<file path="src/rtl/skp_pkg.sv">
package skp_pkg;

  // field widths fixed by the interface
  localparam int unsigned DimW   = 4;
  localparam int unsigned IdxW   = 3;
  localparam int unsigned PosW   = 6;
  localparam int unsigned DataW  = 16;
  localparam int unsigned CfgIdxW = 2;
  // alpha*a is exact in 33 bits
  localparam int unsigned PreW   = 2 * DataW + 1;
  localparam int unsigned QDepth = 2;

  localparam int unsigned MaxOuterDef = 8;
  localparam int unsigned MaxInnerDef = 8;

  // configuration register indexes
  typedef enum logic [CfgIdxW-1:0] {
    CfgSubDim  = 2'd0,
    CfgScaleRe = 2'd1,
    CfgScaleIm = 2'd2
  } cfg_idx_e;

  localparam logic [DimW-1:0]  SubDimRst  = 4'd2;
  localparam logic [DataW-1:0] ScaleReRst = 16'd2048;
  localparam logic [DataW-1:0] ScaleImRst = 16'd0;

  // command between front and back; a load uses row, col and the low
  // bits of x_re/x_im, a run uses the bases and the full prefactor
  typedef struct packed {
    logic                   is_load;
    logic [IdxW-1:0]        row;
    logic [IdxW-1:0]        col;
    logic [PosW-1:0]        base_row;
    logic [PosW-1:0]        base_col;
    logic signed [PreW-1:0] x_re;
    logic signed [PreW-1:0] x_im;
  } skp_cmd_t;

  // side length clamped into one to max_inner
  function automatic logic [DimW-1:0] eff_dim(input logic [DimW-1:0] d,
                                              input int unsigned max_inner);
    logic [DimW-1:0] r;
    if (d == '0) begin
      r = DimW'(1);
    end else if (32'(d) > max_inner) begin
      r = DimW'(max_inner);
    end else begin
      r = d;
    end
    return r;
  endfunction

endpackage

</file>
<file path="src/rtl/skp_front.sv">
module skp_front #(
  parameter int unsigned MAX_OUTER = skp_pkg::MaxOuterDef,
  parameter int unsigned MAX_INNER = skp_pkg::MaxInnerDef
) (
  input  logic                        clk_i,
  input  logic                        rst_ni,
  input  logic                        in_valid_i,
  output logic                        in_ready_o,
  input  logic                        req_type_i,
  input  logic [skp_pkg::IdxW-1:0]    elem_row_i,
  input  logic [skp_pkg::IdxW-1:0]    elem_col_i,
  input  logic signed [skp_pkg::DataW-1:0] value_re_i,
  input  logic signed [skp_pkg::DataW-1:0] value_im_i,
  input  logic [skp_pkg::DimW-1:0]    dim_i,
  input  logic signed [skp_pkg::DataW-1:0] scale_re_i,
  input  logic signed [skp_pkg::DataW-1:0] scale_im_i,
  input  logic                        q_full_i,
  output logic                        q_push_o,
  output skp_pkg::skp_cmd_t           q_data_o
);
  import skp_pkg::*;

  logic                     st_v_q, st_v_d;
  logic                     st_load_q;
  logic [IdxW-1:0]          st_row_q, st_col_q;
  logic [PosW-1:0]          st_brow_q, st_bcol_q;
  logic signed [DataW-1:0]  st_vre_q, st_vim_q;
  logic signed [2*DataW-1:0] p_rr_q, p_ii_q, p_ri_q, p_ir_q;

  logic accept, keep, push;
  logic [2*IdxW:0] brow_full, bcol_full;

  // classify: loads outside the table and A elements outside the
  // outer range are dropped here
  always_comb begin
    if (req_type_i == 1'b0) begin
      keep = (32'(elem_row_i) < MAX_INNER) && (32'(elem_col_i) < MAX_INNER);
    end else begin
      keep = (32'(elem_row_i) < MAX_OUTER) && (32'(elem_col_i) < MAX_OUTER);
    end
  end

  assign push       = st_v_q && !q_full_i;
  assign in_ready_o = !st_v_q || !q_full_i;
  assign accept     = in_valid_i && in_ready_o;

  assign brow_full = (2*IdxW+1)'(elem_row_i) * (2*IdxW+1)'(dim_i);
  assign bcol_full = (2*IdxW+1)'(elem_col_i) * (2*IdxW+1)'(dim_i);

  always_comb begin
    st_v_d = st_v_q;
    if (accept) begin
      st_v_d = keep;
    end else if (push) begin
      st_v_d = 1'b0;
    end
  end

  // stage valid
  always_ff @(posedge clk_i or negedge rst_ni) begin
    if (!rst_ni) begin
      st_v_q <= 1'b0;
    end else begin
      st_v_q <= st_v_d;
    end
  end

  // stage payload with the four partial products of alpha*a
  always_ff @(posedge clk_i) begin
    if (accept) begin
      st_load_q <= !req_type_i;
      st_row_q  <= elem_row_i;
      st_col_q  <= elem_col_i;
      st_brow_q <= brow_full[PosW-1:0];
      st_bcol_q <= bcol_full[PosW-1:0];
      st_vre_q  <= value_re_i;
      st_vim_q  <= value_im_i;
      p_rr_q    <= scale_re_i * value_re_i;
      p_ii_q    <= scale_im_i * value_im_i;
      p_ri_q    <= scale_re_i * value_im_i;
      p_ir_q    <= scale_im_i * value_re_i;
    end
  end

  // command towards the queue
  always_comb begin
    q_data_o.is_load  = st_load_q;
    q_data_o.row      = st_row_q;
    q_data_o.col      = st_col_q;
    q_data_o.base_row = st_brow_q;
    q_data_o.base_col = st_bcol_q;
    if (st_load_q) begin
      q_data_o.x_re = PreW'(st_vre_q);
      q_data_o.x_im = PreW'(st_vim_q);
    end else begin
      q_data_o.x_re = PreW'(p_rr_q) - PreW'(p_ii_q);
      q_data_o.x_im = PreW'(p_ri_q) + PreW'(p_ir_q);
    end
  end

  assign q_push_o = push;

endmodule

</file>
<file path="config.mk">
export PLATFORM = sky130hd
export DESIGN_NAME = skp_front
export DESIGN_NICKNAME = d
export VERILOG_FILES = /design/src/rtl/skp_pkg.sv /design/src/rtl/skp_front.sv
export SDC_FILE = /design/constraint.sdc
export NUM_CORES = 2
export LEC_CHECK = 0
export ABC_AREA = 1
export BUFFER_PORTS_ARGS = -buffer_cell sky130_fd_sc_hd__buf_2
export CORE_MARGIN = 4
export CORE_UTILIZATION = 40
export CTS_BUF_LIST = sky130_fd_sc_hd__clkbuf_8
export CTS_CLUSTER_SIZE = 30
export DETAILED_ROUTE_END_ITERATION = 8
export PLACE_DENSITY = 0.64
export SLEW_MARGIN = 20
export SYNTH_ARGS = -nofsm -noshare
export SYNTH_HDL_FRONTEND = slang
export SYNTH_SLANG_ARGS = --single-unit
</file>
<file path="constraint.sdc">
create_clock -name clk_i -period 27.6 [get_ports clk_i]
set_input_delay 1.38 -clock clk_i [delete_from_list [all_inputs] [get_ports clk_i]]
set_output_delay 1.38 -clock clk_i [all_outputs]
set_load 0.02 [all_outputs]
</file>
==> results by stage <==
Worst setup path:
- Data on the critical path is required at its endpoint by 27.97 ns.
- The peak fanout along the critical path is 33.
- The arrival time reported for the critical path endpoint is 7.41 ns.
- The type of element capturing the critical path is a flop.
- The startpoint type of the worst setup path is an input pin.
- By startpoint and endpoint, the worst setup path is classified as input pin to flop.

Synthesis:
- The number of synthesized flops with an enable pin is 179.
- By area the synthesized netlist is led by fa_1, inv_1, nand2_1, edfxtp_1, ha_1.
- The cell count after synthesis came out at 7,003.
- In the synthesized netlist the async set-or-reset flop fraction comes to 0.556%.
- A synthesized cell averages 7.65 µm².
- The count of synthesis-stage warnings from yosys is 0.
- The post-synthesis cell type count is 41.
- In the synthesized netlist the dominant register cell turns out to be edfxtp_1.
- After synthesis, flip-flops and latches occupy 10.1% of the total area.
- In this run the biggest area consumer among cell types represents 39.5% of the synthesized area.
- The net count after synthesis is 8,540.
- The most common cell in the synthesized netlist is inv_1.
- Counting instances in the post-synthesis netlist gives the leading cell types as inv_1, nand2_1, fa_1, ha_1, nor2_1.
- The synthesized design contains 180 register bits.
- The mapped netlist covers 53,600 µm².
- fa_1 takes more of the synthesized area than any other cell.

STA:
- The pin slew with the least headroom to its limit is 1.09 ns.
- Across the routed clock network, the largest skew measured is 0.0317 ns.
- The worst hold-check slack is 0.501 ns.
- The worst path needs 7.04 ns of the cycle, external delays included.
- Setup repair after global routing left no endpoint under its margin.
- The hold violation count in the final report was 0.
- The number of pins exceeding their max-slew limit in the final report is 0.
- The count of endpoints failing setup in the final report is 0.
- The relative max-transition margin is 27.0%.
- In the finished design, the share of the clock period the worst path needs comes to 25.5%.
- Setup total negative slack on the finished layout was measured at 0 ns.
- The highest attainable clock frequency is 0.142 GHz.

Placed design:
- The HPWL reported at the end of detailed placement is 121,000 µm.
- The weighted congestion at the end of routability-driven global placement is 0.947.
- The count of buffers added on input and output ports is 165.
- The post-placement cell count is 8,770.

Min path:
- The type of the tightest min-delay check is input pin to async pin.

Finish:
- Cells with a size suffix above 1 make up 4.19% of the layout.
- The final net count is 8,558.
- The area growth from synthesis to layout is 5.58%.
- The final cell count without fillers is 8,812.

CTS:
- The post-CTS repair timing setup buffer count is 0.
- The number of levels in the clock H-tree is 4.
- Counting along the longest clock path gives a buffer depth of 2.
- Buffers inserted during clock tree synthesis total 17.
- TritonCTS built the clock tree.
- The number of cells upsized or downsized after cts is 0.
- The register clock-pin slew on the reported worst setup and hold paths is 0.13 ns.
- The clock drives 180 sinks.
- The number of hold buffers added after CTS was 0.
- The root buffer cell chosen for the clock tree is clkbuf_8.
- The clock latency reported for the late side of the worst-skew pair is 0.62 ns.

Routing:
- Before antenna repair, the detailed router went through 8 iterations.
- For this run, design rule violations remaining after detail routing come to 0.
- In the final routing, the length of wire on met1 measures 65,600 µm.
- The detailed router's first-iteration violation count is 2,744.
- In the final routed layout, each cell accounts on average for 17.1 µm.
- For this block, the via count after detailed routing is 43,000.
- The met3 wire length is 8470 µm.
- The count of nets left with antenna violations once routing finished came out at 0.
- Signal routing reaches up to met5.
- The wire length reported by the detailed router is 150,000 µm.
- The routed length on met2 is 72,700 µm.
- Dividing the detail-routed via count by the number of cells gives 4.88.

Global routing:
- Global routing used 22.1% of the available tracks.
- The via count of the first global-routing pass was 45,300.
- The wire length of the first global-routing pass is 246,000 µm.
- Entering global routing, the biggest net connects 77 pins.
- The number of antenna violations at the first check in global routing is 14.
- The total congestion overflow after global routing is 0.

Floorplanning:
- The floorplan step set the die height to 374 µm.
- The I/O pin count is 166.
- Once the floorplan was initialized, standard cells occupied 40.2% of the core.
- The core region is 133,000 µm².
- The die covers 140,000 µm².
- The placement row count is 134.
- The width of the chip is 374 µm.

Flow run:
- The reported max-cap violation count is 0.

Run status:
- The flow ran to the end, and the final reports show no timing, DRC or antenna violations.
[per-stage QoR]
stage	worst slack, ns	instance area [µm²]	util, %
floorplan	16.80	53600	-
global placement	20.03	56100	42.1
detailed placement	19.99	56100	42.1
CTS	20.66	56500	42.4
global route	20.23	56500	42.4
finish	20.56	56600	42.4
[routing by layer]
layer  track usage (%)  vias to the layer above
met5                 0                        -
met4              5.64                        2
met3              2.72                      200
met2              37.4                     1208
met1              30.0                    21400
li1                  -                    20200
[worst max-delay path, cell delays in order]
cell and delay, ns:
buf_2 0.73, nand2_1 0.21, inv_1 0.14, fa_1 0.56, fa_1 0.93, fa_1 0.57
fa_1 0.53, inv_1 0.05, fa_1 0.47, inv_1 0.05, fa_1 0.45, ha_1 0.37
inv_1 0.08, nor3_1 0.25, nand2_1 0.11, nor4_1 0.17, nand2_1 0.11, nand3_1 0.08
nand2_1 0.06
[sequential cells by signal, indices dropped and copies added (netlist names)]
register,cells
st_vim_q,16
p_ri_q,32
p_ii_q,32
st_v_q,1
st_brow_q,6
p_ir_q,32
st_row_q,3
p_rr_q,32
st_col_q,3
st_load_q,1
st_bcol_q,6
st_vre_q,16
[layout make-up]
cell class	count	area (µm²)
antenna	10	25.0
clock buffer	17	234
clock inverter	15	168
fill	13500	76700
inverter	2098	7880
multi-input combinational	4519	39500
sequential	180	5400
tap	1768	2210
timing repair buffer	205	1130
[final timing paths]
kind | startpoint | endpoint | slack (ns) | cells past startpoint
max | value_re_i[2] | p_rr_q[30] | 20.56 | 19
min | rst_ni | st_v_q | 0.50 | 1
max reg2reg | st_v_q | p_ir_q[13] | 25.17 | 3
min reg2reg | st_v_q | st_v_q | 0.60 | 2
max in group asynchronous | rst_ni | st_v_q | 27.02 | 1
min in group clk_i | st_v_q | st_v_q | 0.60 | 2
[kinds of logic after synthesis]
family / count (synthesis) / share of synthesized area, %
AO/OA/AOI/OAI: 328 / 3.32
XOR/XNOR: 114 / 1.86
adder cells (fa/ha/maj): 1458 / 48.9
buffers and inverters: 2304 / 16.2
flip-flops: 180 / 10.1
AND/OR/NAND/NOR: 2619 / 19.7
[layout by cell type, fill, tap and decap left out, types with 40 or more instances in the layout]
cell type | synthesis | final
nor2_1 | 257 | 257
inv_1 | 2092 | 2091
ha_1 | 402 | 402
buf_2 | 6 | 165
nand2_1 | 1982 | 1982
edfxtp_1 | 179 | 179
buf_4 | 1 | 40
nand3_1 | 233 | 233
xor2_1 | 77 | 77
fa_1 | 1056 | 1056
o21ai_0 | 92 | 92
a21oi_1 | 177 | 176
Power is left out: the tool's default activity adds up to more than one toggle a clock period on the data nets, which glitch-free logic cannot reach.
