## src/rtl/skp_pkg.sv

```systemverilog
package skp_pkg;

  // field widths fixed by the interface
  localparam int unsigned DimW   = 4;
  localparam int unsigned IdxW   = 3;
  localparam int unsigned PosW   = 6;
  localparam int unsigned DataW  = 16;
  localparam int unsigned CfgIdxW = 2;
  // alpha*a is exact in 33 bits
  localparam int unsigned PreW   = 2 * DataW + 1;
  localparam int unsigned QDepth = 2;

  localparam int unsigned MaxOuterDef = 8;
  localparam int unsigned MaxInnerDef = 8;

  // configuration register indexes
  typedef enum logic [CfgIdxW-1:0] {
    CfgSubDim  = 2'd0,
    CfgScaleRe = 2'd1,
    CfgScaleIm = 2'd2
  } cfg_idx_e;

  localparam logic [DimW-1:0]  SubDimRst  = 4'd2;
  localparam logic [DataW-1:0] ScaleReRst = 16'd2048;
  localparam logic [DataW-1:0] ScaleImRst = 16'd0;

  // command between front and back; a load uses row, col and the low
  // bits of x_re/x_im, a run uses the bases and the full prefactor
  typedef struct packed {
    logic                   is_load;
    logic [IdxW-1:0]        row;
    logic [IdxW-1:0]        col;
    logic [PosW-1:0]        base_row;
    logic [PosW-1:0]        base_col;
    logic signed [PreW-1:0] x_re;
    logic signed [PreW-1:0] x_im;
  } skp_cmd_t;

  // side length clamped into one to max_inner
  function automatic logic [DimW-1:0] eff_dim(input logic [DimW-1:0] d,
                                              input int unsigned max_inner);
    logic [DimW-1:0] r;
    if (d == '0) begin
      r = DimW'(1);
    end else if (32'(d) > max_inner) begin
      r = DimW'(max_inner);
    end else begin
      r = d;
    end
    return r;
  endfunction

endpackage

```

## src/rtl/skp_queue.sv

```systemverilog
module skp_queue #(
  parameter int unsigned Depth = skp_pkg::QDepth
) (
  input  logic              clk_i,
  input  logic              rst_ni,
  input  logic              push_i,
  input  skp_pkg::skp_cmd_t data_i,
  output logic              full_o,
  output logic              head_valid_o,
  output skp_pkg::skp_cmd_t head_o,
  input  logic              pop_i
);
  import skp_pkg::*;

  localparam int unsigned PtrW = (Depth > 1) ? $clog2(Depth) : 1;
  localparam int unsigned CntW = $clog2(Depth + 1);

  skp_cmd_t          slot_q [Depth];
  logic [PtrW-1:0]   wr_ptr_q, rd_ptr_q;
  logic [CntW-1:0]   cnt_q;
  logic              do_push, do_pop;

  assign full_o       = (32'(cnt_q) == Depth);
  assign head_valid_o = (cnt_q != '0);
  assign head_o       = slot_q[rd_ptr_q];
  assign do_push      = push_i && !full_o;
  assign do_pop       = pop_i && head_valid_o;

  // pointers and fill count
  always_ff @(posedge clk_i or negedge rst_ni) begin
    if (!rst_ni) begin
      wr_ptr_q <= '0;
      rd_ptr_q <= '0;
      cnt_q    <= '0;
    end else begin
      if (do_push) begin
        wr_ptr_q <= (32'(wr_ptr_q) == Depth - 1) ? '0 : wr_ptr_q + PtrW'(1);
      end
      if (do_pop) begin
        rd_ptr_q <= (32'(rd_ptr_q) == Depth - 1) ? '0 : rd_ptr_q + PtrW'(1);
      end
      if (do_push && !do_pop) begin
        cnt_q <= cnt_q + CntW'(1);
      end else if (do_pop && !do_push) begin
        cnt_q <= cnt_q - CntW'(1);
      end
    end
  end

  // storage
  always_ff @(posedge clk_i) begin
    if (do_push) begin
      slot_q[wr_ptr_q] <= data_i;
    end
  end

endmodule

```

## config.mk

```make
export PLATFORM = sky130hd
export DESIGN_NAME = skp_queue
export DESIGN_NICKNAME = d
export VERILOG_FILES = /design/src/rtl/skp_pkg.sv /design/src/rtl/skp_queue.sv
export SDC_FILE = /design/constraint.sdc
export NUM_CORES = 1
export LEC_CHECK = 0
export ABC_AREA = 0
export BUFFER_PORTS_ARGS = -buffer_cell sky130_fd_sc_hd__buf_2
export CAP_MARGIN = 20
export CORE_MARGIN = 10
export CORE_UTILIZATION = 45
export DETAILED_ROUTE_END_ITERATION = 6
export PLACE_DENSITY = 0.7
export SLEW_MARGIN = 20
export SYNTH_ARGS = -nofsm -noshare
export SYNTH_HDL_FRONTEND = slang
export SYNTH_SLANG_ARGS = --single-unit
```

## constraint.sdc

```tcl
create_clock -name clk_i -period 10.7 [get_ports clk_i]
set_clock_uncertainty 0.2 [all_clocks]
set_input_delay 2.14 -clock clk_i [delete_from_list [all_inputs] [get_ports clk_i]]
set_output_delay 2.14 -clock clk_i [all_outputs]
set_load 0.05 [all_outputs]
```

==> results of run 1 <==
==> per-layer routing <==
metal / routed length (um) / track usage, %
met3: 1340 / 7.00
met4: 203 / 4.89
met5: 0 / 0
met1: 5130 / 14.4
met2: 5890 / 20.0
==> report_power, final <==
part | switching (mW) | internal [mW]
Clock | 0.236 | 0.354
Sequential | 0.0729 | 0.934
Combinational | 0.781 | 0.329
==> final timing paths <==
| kind | to | slack, ps | cells after the start |
|---|---|---|---|
| max in group asynchronous | rd_ptr_q | 8850 | 1 |
| min reg2reg | cnt_q[1] | 310 | 1 |
| max | head_o[70] | 5730 | 3 |
| min | cnt_q[1] | 310 | 1 |
| min in group asynchronous | wr_ptr_q | 1320 | 1 |
| max reg2reg | slot_q[0][66] | 8120 | 5 |
==> stage by stage <==
step / cell area (um2) / hold slack, ps
4_1_cts: 8150 / 303
3_5_place_dp: 7570 / 283
3_3_place_gp: 7550 / 285
5_1_grt: 8150 / 318
6_report: 8150 / 313
2_1_floorplan: 6540 / 256
==> cell families (layout without fill, tap and decap cells) <==
kind of cell,after synthesis,in the layout,synth area share [%]
other,0,2,0
and+or+nand+nor,7,7,0.517
xor gates and xnor gates,5,5,0.670
adders and majority gates,1,1,0.191
DFF,174,174,79.6
buffers and inverters,12,213,2.05
muxes,85,85,16.9
==> worst reg2reg max path, stage by stage, from the launching register on <==
cell                       delay (ps)
sky130_fd_sc_hd__dfrtp_1          410
sky130_fd_sc_hd__nand2b_1         180
sky130_fd_sc_hd__nand2_1          150
sky130_fd_sc_hd__nor2_4           440
sky130_fd_sc_hd__buf_12           260
sky130_fd_sc_hd__buf_4            550
==> cells in the mapped netlist, types with 2 or more instances <==
library cell	count	share of area, %
sky130_fd_sc_hd__xnor2_1	3	0.40
sky130_fd_sc_hd__mux2_4	40	9.2
sky130_fd_sc_hd__nand2_1	2	0.11
sky130_fd_sc_hd__buf_12	4	1.2
sky130_fd_sc_hd__nor2_1	2	0.11
sky130_fd_sc_hd__mux2_2	45	7.8
sky130_fd_sc_hd__dfrtp_1	4	1.5
sky130_fd_sc_hd__edfxtp_1	170	78
sky130_fd_sc_hd__inv_1	2	0.11
sky130_fd_sc_hd__buf_2	4	0.31
sky130_fd_sc_hd__xor2_1	2	0.27
==> layout make-up <==
cell class,instances,share of cell area [%]
inverter,2,0.0921
antenna,2,0.0614
sequential,174,63.9
timing repair buffer,179,11.3
clock buffer,21,5.65
multi-input combinational,98,14.8
tap,180,2.76
clock inverter,11,1.44
==> registers in the layout (all words and copies together) (netlist names) <==
name,flops
slot_q,170
rd_ptr_q,1
wr_ptr_q,1
cnt_q,2
==> flow_summary.yaml, run 1 <==
cts:
  ctsRootBufferMaster: "sky130_fd_sc_hd__clkbuf_16"
  cts.path.max_buffers: 2
  clock_sinks: 174
  worst_skew_pair.late_latency_ps: 410
  ctsHtreeMaxLevel: 4
  cts_inserted_buffers: 17
  cts_hold_buf: 0
  ctsResizeCount: 0
  tritoncts_clock_tree: "yes"
  cts.reportedPaths.clkPinSlew_ps: 60
  post_cts_buffers: 0
global_route:
  globalRouteTotalUtil_pct: 12.8
  grt-ovfl-total: 0
  largest_net_degree_at_the_start_of_global_routing: 60
  grt_pass1_vias: 3707
  grt_pass1_wl_mm: 19.6
  grt_antenna_before_repair: 2
worst_setup_path:
  worst_ep_arrival_time_ps: 2630
  worst-setup-path-type: "flop to output port"
  endpoint_kind: "output port"
  timing.critical_path.buf_inv: 2
  critPathRequiredTime_ps: 8360
  crit_fanout: 44
  worstReg2RegStart: "cnt_q[0]"
  crit_path_leading_delay_family: "buffers and inverters"
  cpPeakStageDelay_ps: 850
  cp_slowest_cell: "sky130_fd_sc_hd__dfrtp_4"
  crit_chain: "buf_4 -> mux2_2 -> buf_2"
  critical_path.startpoint_type: "flop"
  launching_element_of_the_worst_setup_path: "rd_ptr_q"
logic_synthesis:
  area_of_the_mapped_netlist_um2: 6540
  synth-edff-count: 170
  synthesis.instances: 284
  ys_async_sr_fraction_pct: 2.30
  synth_cell_types: 17
  synth_nets: 374
  yosys_warnings: 0
  yosys_register_bits: 174
  post_synth.cell_area_avg_um2: 23.0
  seq_area_frac_synth_pct: 79.6
  postSynth.topFlopCell: "sky130_fd_sc_hd__edfxtp_1"
cells_and_area:
  layout_commonest_cell: "sky130_fd_sc_hd__buf_2"
  final_cell_count_no_fill: 667
  multi_input_area_um2: 1210
  most-common-layout-cells: "175 x sky130_fd_sc_hd__buf_2, 170 x sky130_fd_sc_hd__edfxtp_1, 45 x sky130_fd_sc_hd__mux2_2"
  fill_cells: 1061
  drive_gt1_share_pct: 61.2
  syn2layout_area_growth_pct: 24.7
  finalNetCount: 562
  regArea_um2: 5210
  finalCoreUtilization_pct: 58.1
power_and_ir_drop:
  pd_cells_nw_per_um2: 332
  leakagePower_nw: 3.17
  power.ir.vdd_worst_v: 0.000194
  p_total_mw: 2.71
detailed_routing:
  wirelength_mm: 12.6
  first_iter_violations: 174
  via_count: 3252
  via_density_per_instance: 4.88
  route.detailed.wl_per_inst_um: 18.8
  drtAntennaViolNets: 0
  number_of_iterations_in_the_first_detailed_routing_pass: 4
  route.detailed.drc: 0
place:
  post-dp-hpwl_mm: 8.81
  gp_congestion: 0.721
  placement.io_buffers: 175
  dpl.cell_count: 633
  dp_slack_ps: 6130
sta:
  final_critical_period_ps: 4970
  unrepaired_setup_endpoints_after_global_routing: "no"
  timing_worst_slew_pin_value_ps: 820
  slew_violations: 0
  timing.final.hold_violations: 0
  finalWorstSetupSlack_ps: 5730
  post-route-period-util_pct: 46.4
  setup_tns_ps: 0
  timing.max_slew.rel_slack_pct: 45.3
  report.final.setup_viol: 0
  fmax_mhz: 201
worst_hold_path:
  hold_removal_path_class: "flop to flop"
  worst_hold_startpoint: "cnt_q[1]"
job:
  max_cap_violations: 0
floorplan:
  io_pins: 176
  fp.dieH_um: 141
  floorplan.die.width_um: 141
  core-area_um2: 14000
  num_rows: 43
  design.die.area_um2: 19700
  initial_utilization_pct: 46.5
outcome:
  outcome: "complete, no violations"
Note: power is estimated with default switching activity, not from simulation.
==> run 2: changes to the inputs <==
PLACE_DENSITY = 0.73   (was 0.7)
clock period = 4.25 ns   (was 10.7 ns; I/O delays follow)
==> run 2 against run 1 <==
  * Core utilization rose by 0.53 points
  * Register-to-register slack got worse by 6100 ps
  * Clock-buffer cell count fell by 3
  * Sequential share of layout area down 0.58 points
  * Via count fell by 0.52%
  * Cell area is 0.92% higher
  * Wire length rose by 3.2%
  * Critical path depth stayed put
  * First-iteration DRC count grew 13%
  * Critical endpoint is now head_o[64]
  * Largest cell class unchanged
  * Highest routed layer unchanged
==> flow_summary.yaml, run 2 (synthesized netlist as in run 1, its figures left out) <==
detailed_routing:
  route.detailed.wl_per_inst_um: 19.4
  drtAntennaViolNets: 0
  first_iter_violations: 196
  number_of_iterations_in_the_first_detailed_routing_pass: 4
  via_count: 3235
  via_density_per_instance: 4.83
  route.detailed.drc: 0
  wirelength_mm: 13.0
cells_and_area:
  drive_gt1_share_pct: 61.8
  final_cell_count_no_fill: 670
  layout_commonest_cell: "sky130_fd_sc_hd__buf_2"
  multi_input_area_um2: 1210
  layout_top_registers: "slot_q (170), cnt_q (2)"
  most_flops_register: "slot_q"
  fill_cells: 1090
  syn2layout_area_growth_pct: 25.9
  regArea_um2: 5210
  finalNetCount: 566
  most-common-layout-cells: "175 x sky130_fd_sc_hd__buf_2, 170 x sky130_fd_sc_hd__edfxtp_1, 45 x sky130_fd_sc_hd__mux2_2"
  finalCoreUtilization_pct: 58.6
  number_of_flip_flops_in_the_largest_register: 170
power_and_ir_drop:
  pd_cells_nw_per_um2: 847
  power.ir.vdd_worst_v: 0.000557
  leakagePower_nw: 3.22
  p_total_mw: 6.97
global_route:
  grt_antenna_before_repair: 1
  grt_pass1_wl_mm: 19.7
  use_met2_pct: 21.7
  grt.busiest_layer: "met2"
  globalRouteMet3Util_pct: 7.30
  grt_pass1_vias: 3691
  largest_net_degree_at_the_start_of_global_routing: 56
  gr-usage-met1_pct: 13.4
  globalRouteTotalUtil_pct: 13.0
  grt-ovfl-total: 0
worst_setup_path:
  critical_path.startpoint_type: "flop"
  worst_ep_arrival_time_ps: 2280
  worst-setup-path-type: "flop to output port"
  crit_path_leading_delay_family: "flip-flops"
  critPathRequiredTime_ps: 3200
  cpPeakStageDelay_ps: 770
  timing.critical_path.buf_inv: 2
  crit_fanout: 33
  endpoint_kind: "output port"
  crit_chain: "buf_4 -> mux2_2 -> buf_2"
  cp_slowest_cell: "sky130_fd_sc_hd__dfrtp_4"
floorplan:
  fp.dieH_um: 141
  core-area_um2: 14000
  num_rows: 43
  io_pins: 176
  floorplan.die.width_um: 141
  initial_utilization_pct: 46.5
  design.die.area_um2: 19700
sta:
  post-route-period-util_pct: 78.3
  timing.final.hold_violations: 0
  unrepaired_setup_endpoints_after_global_routing: "no"
  final_critical_period_ps: 3330
  timing_worst_slew_pin_value_ps: 738
  fmax_mhz: 300
  setup_tns_ps: 0
  report.final.setup_viol: 0
  hold_ws_ps: 308
  slew_violations: 0
  timing.max_slew.rel_slack_pct: 50.8
cts:
  post_cts_buffers: 0
  cts.reportedPaths.clkPinSlew_ps: 60
  worst_skew_pair.late_latency_ps: 420
  ctsRootBufferMaster: "sky130_fd_sc_hd__clkbuf_16"
  clock_sinks: 174
  cts_inserted_buffers: 17
  cts.path.max_buffers: 2
  tritoncts_clock_tree: "yes"
  ctsHtreeMaxLevel: 4
outcome:
  outcome: "complete, no violations"
place:
  placement.io_buffers: 175
  post-dp-hpwl_mm: 9.23
  dpl.cell_count: 636
  gp_congestion: 0.704
job:
  max_cap_violations: 0
worst_hold_path:
  hold_removal_path_class: "flop to flop"
run 2: worst paths after layout:
| path | startpoint | endpoint | slack [ps] | depth (start not counted) |
|---|---|---|---|---|
| setup / recovery | rd_ptr_q | head_o[64] | 920 | 3 |
| hold / removal | cnt_q[1] | cnt_q[1] | 310 | 1 |
| setup reg to reg | cnt_q[0] | slot_q[1][54] | 2020 | 3 |
| hold reg to reg | cnt_q[1] | cnt_q[1] | 310 | 1 |
| max in group asynchronous | rst_ni | rd_ptr_q | 3130 | 2 |
| min in group asynchronous | rst_ni | cnt_q[1] | 580 | 2 |
run 2: repair_timing:
| item | in CTS | in global routing |
|---|---|---|
| gates resized for setup | 0 | 0 |
| hold buffers | 0 | 1 |
| endpoints found under the hold margin | 0 | 4 |
run 2: metrics by stage:
stage	setup slack [ps]	area [um2]
after global placement	1350	7580
final	920	8230
after global routing	805	8230
after floorplan	467	6540
after detailed placement	1320	7580
after CTS	862	8220
run 2: final cells by class:
type | instances | share of cell area (%)
flip-flops and latches | 174 | 63.3
inverters | 2 | 0.0912
clock buffers | 18 | 5.22
repair buffers | 183 | 11.4
multi-input cells | 98 | 14.7
diodes | 1 | 0.0304
clock inverters | 14 | 2.51
well taps | 180 | 2.74
run 2: per-layer routing:
metal	up-vias	share of wire [%]
met5	-	0
met4	0	1.8
met3	24	9.4
met2	128	50
met1	1571	38
li1	1512	-
run 2: power by group:
group	leakage, nW	internal [mW]	switching (mW)
clock network	0.300	0.997	0.643
logic	1.29	0.832	1.97
registers	1.62	2.35	0.175
==> run 3: changes to the inputs <==
clock period = 3 ns   (was 4.25 ns; I/O delays follow)
==> run 3 against run 2 <==
  * Total power up 35%
  * Flip-flop and latch count stayed put
  * Worst setup slack worse by 700 ps
  * Die area unchanged
  * Sequential share of layout area grew 0.83 points
  * First-iteration DRC count increased by 6.6%
  * Clock power increased by 14%
  * Register-to-register slack got worse by 960 ps
  * Wire length is 5.0% lower
  * Core utilization decreased by 0.76 points
  * Non-clock buffer count is 1 lower
  * Critical path type unchanged
  * Largest cell class unchanged
==> flow_summary.yaml, run 3 (synthesized netlist as in run 1, its figures left out) <==
worst_setup_path:
  worst_ep_arrival_time_ps: 1980
  critical_path.startpoint_type: "flop"
  launching_element_of_the_worst_setup_path: "rd_ptr_q"
  worst-setup-path-type: "flop to output port"
  cpPeakStageDelay_ps: 430
  crit_chain: "buf_12 -> mux2_2 -> buf_2"
  worstReg2RegStart: "cnt_q[0]"
  critPathRequiredTime_ps: 2200
  endpoint_kind: "output port"
  cp_slowest_cell: "sky130_fd_sc_hd__buf_12"
  crit_fanout: 86
  cell_count_of_the_worst_reg_to_reg_path: 4
  ff2ff_setup_slack_ps: 1060
  regToRegEndpoint: "slot_q[0][47]"
sta:
  unrepaired_setup_endpoints_after_global_routing: "no"
  slew_violations: 0
  post-route-period-util_pct: 92.6
  finalWorstSetupSlack_ps: 223
  timing_worst_slew_pin_value_ps: 574
  fmax_mhz: 360
  timing.final.hold_violations: 0
  timing.max_slew.rel_slack_pct: 61.7
  final_critical_period_ps: 2780
  report.final.setup_viol: 0
  setup_tns_ps: 0
global_route:
  grt_pass1_wl_mm: 19.4
  grt-ovfl-total: 0
  grt_pass1_vias: 3599
  grt_antenna_before_repair: 2
  globalRouteTotalUtil_pct: 12.7
  largest_net_degree_at_the_start_of_global_routing: 87
cts:
  cts.reportedPaths.clkPinSlew_ps: 60
  ctsRootBufferMaster: "sky130_fd_sc_hd__clkbuf_16"
  ctsHtreeMaxLevel: 4
  worst_skew_pair.late_latency_ps: 410
  cts_inserted_buffers: 17
  tritoncts_clock_tree: "yes"
  post_cts_buffers: 0
  cts.path.max_buffers: 2
  clock_sinks: 174
place:
  dp_slack_ps: 657
  gp_congestion: 0.736
  placement.io_buffers: 175
  placedInstanceArea_um2: 7600
  post-dp-hpwl_mm: 8.63
floorplan:
  fp.dieH_um: 141
  initial_utilization_pct: 46.5
  design.die.area_um2: 19700
  core-area_um2: 14000
  num_rows: 43
  floorplan.die.width_um: 141
  io_pins: 176
worst_hold_path:
  timing.hold.worst_endpoint: "slot_q[1][59]"
  hold_removal_path_class: "primary input to flop"
  worst_hold_startpoint: "data_i[59]"
  min_delay_path_depth: 1
detailed_routing:
  wirelength_mm: 12.3
  route.detailed.drc: 0
  first_iter_violations: 209
  via_count: 3188
  drtAntennaViolNets: 0
  route.detailed.wl_per_inst_um: 18.4
  via_density_per_instance: 4.76
  number_of_iterations_in_the_first_detailed_routing_pass: 4
cells_and_area:
  drive_gt1_share_pct: 60.7
  syn2layout_area_growth_pct: 24.3
  finalCoreUtilization_pct: 57.8
  finalNetCount: 565
  most-common-layout-cells: "175 x sky130_fd_sc_hd__buf_2, 170 x sky130_fd_sc_hd__edfxtp_1, 45 x sky130_fd_sc_hd__mux2_2"
  number_of_flip_flops_in_the_largest_register: 170
  final_cell_area_um2: 8120
  layout_commonest_cell: "sky130_fd_sc_hd__buf_2"
  layout_top_registers: "slot_q (170), cnt_q (2)"
  most_flops_register: "slot_q"
power_and_ir_drop:
  power.ir.vdd_worst_v: 0.000962
  pd_cells_nw_per_um2: 1160
  leakagePower_nw: 3.15
outcome:
  outcome: "complete, no violations"
job:
  max_cap_violations: 0
## run 3: cell count changes in the layout (fill, tap and decap cells not counted)
cell                         previous run  this run
sky130_fd_sc_hd__clkbuf_1               1         2
sky130_fd_sc_hd__buf_4                  7         4
sky130_fd_sc_hd__buf_12                 0         2
sky130_fd_sc_hd__clkinv_1               0         4
sky130_fd_sc_hd__clkinvlp_4             3         5
sky130_fd_sc_hd__diode_2                1         2
sky130_fd_sc_hd__bufinv_16              4         0
sky130_fd_sc_hd__inv_6                  4         0
sky130_fd_sc_hd__inv_8                  1         0
sky130_fd_sc_hd__clkinv_4               2         1
sky130_fd_sc_hd__clkinv_2               0         3
## run 3: worst max path at each step
stage,end,slack (ps)
final,head_o[64],220
after CTS,head_o[64],200
after floorplan,slot_q[0][0],410
after global placement,head_o[64],670
after global routing,head_o[64],150
after detailed placement,head_o[64],660
## run 3: routing by layer
metal	track usage, %	vias to the layer above	share of wire [%]	wire length (um)
li1	-	1504	-	-
met1	13.6	1541	38	4710
met2	20.8	122	50	6150
met3	6.42	21	10	1230
met4	5.38	0	1.9	231
met5	0	-	0	0
## run 3: critical path, delay by kind of cell, from the launching register on
family	cells	cell delay, ps
flip-flops	1	410
multiplexers	1	430
buffers and inverters	2	650
## run 3: layout make-up
type                       instances  area (um2)
clock inverter                    13        76.3
multi-input combinational         98        1210
antenna                            2        5.00
tap                              180         225
fill                            1104        5920
clock buffer                      19         433
sequential                       174        5210
inverter                           2        7.51
timing repair buffer             182         956
## run 3: power breakdown
group | leakage, nW | total, mW | switching [mW] | internal, mW
Sequential | 1.62 | 3.46 | 0.136 | 3.33
Clock | 0.235 | 1.87 | 0.832 | 1.04
Combinational | 1.29 | 4.10 | 2.90 | 1.20
## run 3: metrics by stage
| stage | std cells | hold WS, ps | total power [mW] |
|---|---|---|---|
| after floorplan | 284 | 104 | 6.92 |
| after global placement | 635 | 208 | 7.63 |
| after detailed placement | 635 | 213 | 7.69 |
| after CTS | 668 | 146 | 9.57 |
| after global routing | 669 | 149 | 9.86 |
| final | 670 | 169 | 9.44 |
## run 3: timing repair
action                    in CTS  in global routing
gates resized for setup        0                  0
hold endpoints to repair       4                  0
hold buffers                   1                  0
